==> config.mk <==
export PLATFORM = sky130hd
export DESIGN_NAME = qrs_fifo
export DESIGN_NICKNAME = d
export VERILOG_FILES = /design/src/hdl/qrs_fifo.sv
export SDC_FILE = /design/constraint.sdc
export NUM_CORES = 1
export LEC_CHECK = 0
export BUFFER_PORTS_ARGS = -buffer_cell sky130_fd_sc_hd__buf_2
export CAP_MARGIN = 40
export CORE_MARGIN = 5
export CORE_UTILIZATION = 50
export DETAILED_ROUTE_END_ITERATION = 6
export GPL_ROUTABILITY_DRIVEN = 0
export PLACE_DENSITY = 0.71
export SKIP_LAST_GASP = 1
export SYNTH_ARGS = -nofsm -noshare
export SYNTH_HDL_FRONTEND = slang
export SYNTH_SLANG_ARGS = --single-unit
==> constraint.sdc <==
create_clock -name i_clk -period 3.7 [get_ports i_clk]
set_input_delay 0.74 -clock i_clk [delete_from_list [all_inputs] [get_ports i_clk]]
set_output_delay 0.74 -clock i_clk [all_outputs]
set_load 0.1 [all_outputs]
==> src/hdl/qrs_fifo.sv <==
module qrs_fifo #(
    parameter int WIDTH = 8,
    parameter int DEPTH = 4
) (
    input  logic             i_clk,
    input  logic             i_rst_n,
    input  logic             i_push,
    output logic             o_ready,
    input  logic [WIDTH-1:0] i_data,
    output logic             o_valid,
    input  logic             i_pop,
    output logic [WIDTH-1:0] o_data
);
    localparam int PW = $clog2(DEPTH);
    localparam int CW = $clog2(DEPTH + 1);

    logic [WIDTH-1:0] r_mem [0:DEPTH-1];
    logic [PW-1:0]    r_wr, r_rd;
    logic [CW-1:0]    r_count;
    logic             w_push, w_pop;

    assign o_ready = (r_count != CW'(DEPTH));
    assign o_valid = (r_count != '0);
    assign w_push  = i_push && o_ready;
    assign w_pop   = i_pop && o_valid;
    assign o_data  = r_mem[r_rd];

    always_ff @(posedge i_clk) begin
        if (!i_rst_n) begin
            r_wr    <= '0;
            r_rd    <= '0;
            r_count <= '0;
        end else begin
            if (w_push) r_wr <= (r_wr == PW'(DEPTH - 1)) ? '0 : r_wr + 1'b1;
            if (w_pop)  r_rd <= (r_rd == PW'(DEPTH - 1)) ? '0 : r_rd + 1'b1;
            if (w_push && !w_pop) begin
                r_count <= r_count + 1'b1;
            end else if (w_pop && !w_push) begin
                r_count <= r_count - 1'b1;
            end
        end
    end

    always_ff @(posedge i_clk) begin
        if (w_push) r_mem[r_wr] <= i_data;
    end

endmodule

Word-level counts from Yosys, hierarchy flattened
Memory sizes are Yosys's and may differ from the RTL's. A register that Yosys moved wholly into a read port is not among the register bits.
Cells that the tools add are included.
- input port bits: 12
- output and inout bits: 10
- flip-flop bits (word level): 7
- word-level logic and storage cells: 27
- memories: 1
- bits in writable memories: 32
- memories (name ; depth ; width ; rd ports ; clocked after Yosys merged registers in ; write ports ; RTL line ; source):
    r_mem ; 4 ; 8 ; 1 ; 1 ; 1 ; 17 ; logic [WIDTH-1:0] r_mem [0:DEPTH-1];
- reductions and logical operators: 8
- equality and inequality tests: 3
- mux-type cells: 8
- $add $sub $neg: 4
- operator list (cell ; count):
    2-to-1 mux 2 bit ; 4
    2-to-1 mux 3 bit ; 2
    adder 2 x 1 -> 2 bit, second input constant ; 2
    equality test 2 bit, second input constant ; 2
    logical AND 1 bit ; 4
    adder 3 x 1 -> 3 bit, second input constant ; 1
    != test 3 bit, second input constant ; 1
    nonzero test 3 bit ; 1
    subtractor 3 x 1 -> 3 bit, second input constant ; 1
    logical NOT 1 bit ; 2
    2-to-1 mux 1 bit ; 2
    nonzero test 2 bit ; 1

Logic depth before layout (Yosys ltp)
Gate-level depths: netlist of run 1.
- depth after elaboration: 6
- gate-level depth with buffers: 9
- gate-level depth less buffers: 8

Least setup slack after synthesis of run 1
Ideal clock, no wire load.
- path kind: reg2reg
- start point: register r_count[0]
- end point: register r_count[2]
- arrival: 2.522 ns
- buffers on the path: 1
- cell stages (with the launch flop): 10
- library setup time: 0.076 ns
- slack: 1.102 ns
- required time: 3.624 ns
- period minus slack after synthesis: 2.598 ns
- path through: dfxtp_1 > or3b_1 > clkbuf_2 > and2_4 > ha_1 > inv_1 > fa_1 > xor2_1 > or3_2 > a21boi_0
- longest elaborated chain between the ends: 5
- elaborated cells on any way between the ends: 13
- those cells by class: 2 x add/sub; 1 x eq/ne; 2 x mux; 8 x reduce/logical
- RTL lines (element ; RTL line ; source):
    start: declaration ; 19 ; logic [CW-1:0] r_count;
    start signal: assignment ; 37 ; r_count <= r_count + 1'b1;
    start signal: assignment ; 39 ; r_count <= r_count - 1'b1;
    != test 3 bit (*) ; 22 ; assign o_ready = (r_count != CW'(DEPTH));
    named net o_ready ; 8 ; output logic o_ready,
    logical AND 1 bit (*) ; 24 ; assign w_push = i_push && o_ready;
    named net w_push ; 20 ; logic w_push, w_pop;
    logical NOT 1 bit ; 38 ; end else if (w_pop && !w_push) begin
    logical AND 1 bit ; 38 ;
    nonzero test 2 bit (no line) ; - ;
The timed path passes the listed nets; every way through them passes the cells marked *. The select of a mux whose other input is x is not followed.
A chain may end at the register's enable or synchronous reset.

==> metrics.md, run 1 <==
| Metric | Value |
|---|---|
| DRC errors left | `0` |
| Worst Tran Pin Value | `0.5493 ns` |
| Endpoint class of the critical path | `output pin` |
| Ordered cell list for the critical path | `mux4_2 -> buf_2` |
| Cell type with the largest total area after synthesis | `sky130_fd_sc_hd__edfxtp_1` |
| Mux cell area share after synthesis | `12.24%` |
| Max-Cap Viols | `0` |
| Fill cell instance count of the final layout | `259` |
| Fin nets | `136` |
| FF-to-FF Start | `r_count[0]` |
| Pin count of the biggest net entering global routing | `14` |
| WL/cell | `15.66 um` |
| Critical path type | `register to output pin` |
| Min-delay src | `r_wr[1]` |
| Source-to-sink clock delay at the later pin of the worst-skew pair | `0.34 ns` |
| Placement row count | `20` |
| Compound-gate portion of the synthesized area | `2.142%` |
| Startpoint class of the critical path | `register` |
| Post-CTS sizing | `0` |
| Adder-Cell Fraction of Synth Area | `5.815%` |
| Min-Delay Path Class | `register to register` |
| Maximum operating frequency | `0.3762 GHz` |
| Result of the run | `completed` |
| Area added between synthesis and finish | `13.39%` |
| Iteration-0 DRC Markers | `48` |
| CTS tree | `yes` |
| Full die area | `4515 um2` |
| Basic-gate share of the synthesized area counting and, or, nand and nor cells | `7.192%` |
| Combined global-route utilization of all metal layers | `13.19%` |
| Fin. Hold Viols | `0` |
| Number of placed I/O pins | `22` |
| IO buf count | `21` |
| Combined area of all synthesized cells | `1635 um2` |
| Post-synthesis xor/xnor area fraction | `1.071%` |
| Starting utilization of the core area | `52.70%` |
| Unrepaired setup endpoints after global routing | `no` |
| Final worst path period share | `71.84%` |
| Post-synth EDFFs | `32` |
| Worst path slowest cell | `sky130_fd_sc_hd__dfxtp_1` |
| Count of inserted antenna diode cells | `0` |
| Worst rel slew slack | `63.33%` |
| YS warnings | `0` |
| Number of buffers added for setup after CTS | `0` |
| Count of clock tree sinks | `41` |
| Share of post-route cells with drive strength above 1 | `36.44%` |
| Dominant combinational cell family by area after synthesis | `multiplexers` |
| Crit path largest cell delay | `0.68 ns` |
| Largest driver fanout on the critical path | `8` |
| Width of the chip | `67.19 um` |
| Total via count in the routed design | `847` |
| Final setup violating endpoints | `0` |
| Required time reported for the critical path endpoint | `2.96 ns` |
| Leading register cell type out of synthesis | `sky130_fd_sc_hd__edfxtp_1` |
| Number of buffers added to fix hold violations after cts | `0` |
| Maximum buffer depth of the clock tree | `2` |
| Final routed wirelength across all metal layers | `2.537 mm` |
| Post-DRT Antenna Nets | `0` |
| Maximum level of the CTS H-tree | `2` |
| DRT Pass-1 Iters | `4` |
| Average instance area after synthesis | `17.58 um2` |
| Setup slack at placement | `1.155 ns` |
| Floorplan die height | `67.19 um` |
| Min setup slack post-route | `1.042 ns` |
| Sequential element share of the synthesized area | `69.78%` |
| Area of the multi-input gates | `465.4 um2` |
| Top cells by area, synth | `sky130_fd_sc_hd__edfxtp_1 59%, sky130_fd_sc_hd__dfxtp_1 11%, sky130_fd_sc_hd__mux4_2 11%` |
| Core Footprint | `3103 um2` |
| Worst Clk Skew | `0.01010 ns` |
| Post-Synthesis Net Count | `112` |
| Via count of the first global-routing pass | `855` |
| Global-route wire length before repair | `4.153 mm` |
| Worst path arrival time | `1.92 ns` |
| Cells after synthesis | `93` |
| Root buffer cell | `sky130_fd_sc_hd__clkbuf_4` |
| Cell types with the highest counts after synthesis | `32 x sky130_fd_sc_hd__edfxtp_1, 9 x sky130_fd_sc_hd__dfxtp_1, 8 x sky130_fd_sc_hd__mux4_2` |
| Fraction of synthesized cell area taken by the top area cell type | `58.76%` |
| Setup TNS Final | `0 ns` |
| Most frequently used cell type in the post-synthesis netlist | `sky130_fd_sc_hd__edfxtp_1` |
| Total global routing overflow | `0` |
| Library cells used by synthesis | `26` |
| Fraction of synthesis flops using an asynchronous set or reset pin | `0%` |
| Total half-perimeter wirelength after legalization and detailed placement | `1.801 mm` |
| Clock-pin slew of the registers on the worst-case setup and hold paths | `0.11 ns` |
| Initial antenna violation count | `0` |
| Post-DR vias/cell | `5.228` |
| Clock buffers created by TritonCTS | `5` |
| Area occupied by registers | `1141 um2` |
| Final Max Slew Viols | `0` |
| Seq cells post-synth | `41` |
| Final worst path period need | `2.658 ns` |
registers in the layout, indices dropped and copies added (netlist names), named ones only:
| name | count |
|---|---|
| r_rd | 2 |
| r_mem | 32 |
| r_wr | 2 |
| r_count | 3 |
final timing paths:
kind	depth (start not counted)	end	slack [ns]
max	2	o_data[7]	1.04
min	2	r_wr[1]	0.51
min reg2reg	2	r_wr[1]	0.51
max reg2reg	7	r_count[2]	1.29
placed cells by master, fill, tap and decap left out, drive strengths merged:
| cell | instances |
|---|---|
| edfxtp | 32 |
| or3 | 2 |
| clkbuf | 6 |
| nor2 | 2 |
| nand3 | 2 |
| nand2 | 5 |
| mux4 | 8 |
| xnor2 | 1 |
| nor2b | 1 |
| mux2i | 2 |
| ha | 6 |
| o21ai | 4 |
| bufinv | 1 |
| o31ai | 1 |
| inv | 3 |
| and3 | 4 |
| dfxtp | 9 |
| fa | 1 |
| nand4 | 1 |
| or3b | 1 |
| and2 | 2 |
| a21boi | 1 |
| buf | 21 |
| clkinv | 1 |
| xor2 | 1 |
area by class of cell:
type                            count  share of cell area, %
Tap cell                           44                  2.969
Sequential cell                    41                  61.54
Inverter                            3                 0.6073
Multi-Input combinational cell     45                  25.10
Clock buffer                        6                  2.227
Timing Repair Buffer               21                  5.668
Clock inverter                      2                  1.889
stage by stage:
| stage | utilization (%) | cells | hold WS [ns] | instance area [um2] |
|---|---|---|---|---|
| floorplan | - | 93 | 0.4677 | 1635 |
| global placement | 57.30 | 154 | 0.4923 | 1778 |
| detailed placement | 57.30 | 154 | 0.5022 | 1778 |
| CTS | 59.76 | 162 | 0.5207 | 1854 |
| global route | 59.76 | 162 | 0.5636 | 1854 |
| finish | 59.76 | 162 | 0.5133 | 1854 |
cells by family (layout without fill, tap and decap cells):
group	after synthesis	count (layout)
XOR/XNOR	2	2
flip-flops	41	41
AND/OR/NAND/NOR	20	20
buffers and inverters	7	32
adder cells (fa/ha/maj)	7	7
multiplexers	10	10
AO/OA/AOI/OAI	6	6
critical path: cells and delay by family, from the launching register on:
| family | cells | cell delay (ns) |
|---|---|---|
| buffers and inverters | 1 | 0.31 |
| flip-flops | 1 | 0.68 |
| multiplexers | 1 | 0.58 |
metal layers:
| layer | up-vias | wire length, um | global-route usage, % |
|---|---|---|---|
| met4 | 0 | 44 | 5.316 |
| met5 | - | 0 | 0 |
| met1 | 415 | 991 | 15.59 |
| met2 | 19 | 1325 | 20.74 |
| met3 | 6 | 175 | 6.323 |
| li1 | 407 | - | - |
Power of run 1 is left out: the tool's default activity adds up to more than one toggle a clock period on the data nets, which glitch-free logic cannot reach.
==> run 2: changes to the inputs <==
--- a/config.mk
+++ b/config.mk
@@ -11,7 +11,7 @@
 export CORE_UTILIZATION = 50
 export DETAILED_ROUTE_END_ITERATION = 6
 export GPL_ROUTABILITY_DRIVEN = 0
-export PLACE_DENSITY = 0.71
+export PLACE_DENSITY = 0.74
 export SKIP_LAST_GASP = 1
 export SYNTH_ARGS = -nofsm -noshare
 export SYNTH_HDL_FRONTEND = slang
==> constraint.sdc (replaced) <==
create_clock -name i_clk -period 2.4 [get_ports i_clk]
set_input_delay 0.48 -clock i_clk [delete_from_list [all_inputs] [get_ports i_clk]]
set_output_delay 0.48 -clock i_clk [all_outputs]
set_load 0.1 [all_outputs]
==> metrics.md, run 2 (synthesis results as in run 1) <==
| Metric | Value |
|---|---|
| Result of the run | `completed (unchanged)` |
| Combined global-route utilization of all metal layers | `12.77% (was 13.19%)` |
| Source-to-sink clock delay at the later pin of the worst-skew pair | `0.34 ns (about the same)` |
| Uppermost routed layer | `met4 (unchanged)` |
| Core Footprint | `3103 um2 (unchanged)` |
| Area added between synthesis and finish | `12.85% (was 13.39%)` |
| Global-route wire length before repair | `3.933 mm (was 4.153 mm)` |
| Leading registers by flop count | `r_mem: 32 flops, r_count: 3 flops (unchanged)` |
| IO buf count | `21 (unchanged)` |
| Final setup violating endpoints | `0 (unchanged)` |
| Maximum level of the CTS H-tree | `2 (unchanged)` |
| Critical path type | `register to register (was register to output pin)` |
| Worst Clk Skew | `0.007470 ns (was 0.01010 ns)` |
| Worst hold stages | `1 (was 2)` |
| Required time reported for the critical path endpoint | `2.67 ns (was 2.96 ns)` |
| Via count of the first global-routing pass | `865 (was 855)` |
| Count of inserted antenna diode cells | `0 (unchanged)` |
| Maximum operating frequency | `0.4507 GHz` |
| Worst Tran Pin Value | `0.4881 ns (was 0.5493 ns)` |
| Final worst path period share | `92.44%` |
| Width of the chip | `67.19 um (unchanged)` |
| Fin nets | `138 (was 136)` |
| Clock-pin slew of the registers on the worst-case setup and hold paths | `0.11 ns (about the same)` |
| Startpoint class of the critical path | `register (unchanged)` |
| Iteration-0 DRC Markers | `27 (was 48)` |
| Post-DR vias/cell | `5.104 (was 5.228)` |
| Wl on met1 | `1.005 mm (was 991 um)` |
| Unrepaired setup endpoints after global routing | `no (unchanged)` |
| Min-Delay Path Class | `primary input to register (was register to register)` |
| DRT Pass-1 Iters | `4 (unchanged)` |
| Detailed route wirelength on metal2 | `1.192 mm (was 1.325 mm)` |
| Leading cell type in the layout, fill and taps excluded | `sky130_fd_sc_hd__edfxtp_1 (unchanged)` |
| CTS tree | `yes (unchanged)` |
| Final worst path period need | `2.219 ns` |
| Worst rel slew slack | `67.68% (was 63.33%)` |
| Final Max Slew Viols | `0 (unchanged)` |
| Clock buffers created by TritonCTS | `5 (unchanged)` |
| Total half-perimeter wirelength after legalization and detailed placement | `1.675 mm (was 1.801 mm)` |
| Count of clock tree sinks | `41 (unchanged)` |
| Total via count in the routed design | `837 (was 847)` |
| Final routed wirelength across all metal layers | `2.409 mm (was 2.537 mm)` |
| Fin. Hold Viols | `0 (unchanged)` |
| Depth of the most critical reg-to-reg path | `8 (was 7)` |
| Max FFs per register | `32 (unchanged)` |
| Total global routing overflow | `0 (unchanged)` |
| Number of buffers added to fix hold violations after cts | `0 (unchanged)` |
| Pin count of the biggest net entering global routing | `13 (was 14)` |
| Placement row count | `20 (unchanged)` |
| Floorplan die height | `67.19 um (unchanged)` |
| Post-DRT Antenna Nets | `0 (unchanged)` |
| Full die area | `4515 um2 (unchanged)` |
| Met3 Wirelength | `153 um (was 175 um)` |
| Starting utilization of the core area | `52.70% (unchanged)` |
| Setup TNS Final | `0 ns (unchanged)` |
| Number of placed I/O pins | `22 (unchanged)` |
| DRC errors left | `0 (unchanged)` |
| Register with the most flip-flops | `r_mem (unchanged)` |
| WL/cell | `14.69 um (was 15.66 um)` |
| Share of post-route cells with drive strength above 1 | `37.50% (was 36.44%)` |
| Maximum buffer depth of the clock tree | `2 (unchanged)` |
| Largest driver fanout on the critical path | `7 (was 8)` |
| Number of buffers added for setup after CTS | `0 (unchanged)` |
| Commonest non-fill, non-tap cells in the layout | `32 x sky130_fd_sc_hd__edfxtp_1, 21 x sky130_fd_sc_hd__buf_2, 9 x sky130_fd_sc_hd__dfxtp_1 (unchanged)` |
| Root buffer cell | `sky130_fd_sc_hd__clkbuf_4 (unchanged)` |
| Worst path arrival time | `2.49 ns (was 1.92 ns)` |
| Fill cell instance count of the final layout | `257 (was 259)` |
| Initial antenna violation count | `0 (unchanged)` |
| Max-Cap Viols | `0 (unchanged)` |
| Endpoint class of the critical path | `register (was output pin)` |
## run 2: layer usage
| metal | track usage [%] | up-vias |
|---|---|---|
| met3 | 4.160 | 7 |
| li1 | - | 407 |
| met5 | 0 | - |
| met1 | 14.17 | 400 |
| met2 | 21.35 | 23 |
| met4 | 7.595 | 0 |
## run 2: metrics by stage
step	cells	setup slack (ns)	hold slack (ns)	cell area [um2]	utilization [%]
after floorplan	93	0.09975	0.4677	1644	-
after global placement	156	0.2466	0.4905	1793	57.78
after detailed placement	156	0.1502	0.5129	1793	57.78
after CTS	164	0.1136	0.3367	1843	59.40
after global routing	164	0.06055	0.3282	1846	59.48
final	164	0.1813	0.3491	1846	59.48
## run 2: path summary, 6_finish.rpt
kind,startpoint,end,slack [ns]
max,r_count[0],r_count[2],0.18
min reg2reg,r_wr[1],r_wr[1],0.52
min,i_data[5],r_mem[1][5],0.35
max reg2reg,r_count[0],r_count[2],0.18
## run 2: cell type report
class / instances / area (um2) / share of cell area [%]
Sequential cell: 41 / 1141 / 61.83
Multi-Input combinational cell: 45 / 467.9 / 25.36
Timing Repair Buffer: 23 / 120.1 / 6.508
Tap cell: 44 / 55.05 / 2.983
Clock buffer: 5 / 37.54 / 2.034
Clock inverter: 3 / 12.51 / 0.6780
Inverter: 3 / 11.26 / 0.6102
## run 2: critical path, cell delays in order (launching register included)
cell and delay [ns]:
sky130_fd_sc_hd__dfxtp_1 0.45, sky130_fd_sc_hd__or3b_4 0.21, sky130_fd_sc_hd__and2_4 0.16, sky130_fd_sc_hd__ha_1 0.17
sky130_fd_sc_hd__inv_1 0.06, sky130_fd_sc_hd__fa_1 0.38, sky130_fd_sc_hd__xor2_1 0.16, sky130_fd_sc_hd__or3_2 0.41
sky130_fd_sc_hd__a21boi_0 0.17
## run 2: what timing repair did
action	CTS	global route
gates resized for setup	0	1
setup endpoints to repair	0	1
hold endpoints to repair	0	0
Power of run 2 is left out for the same reason.
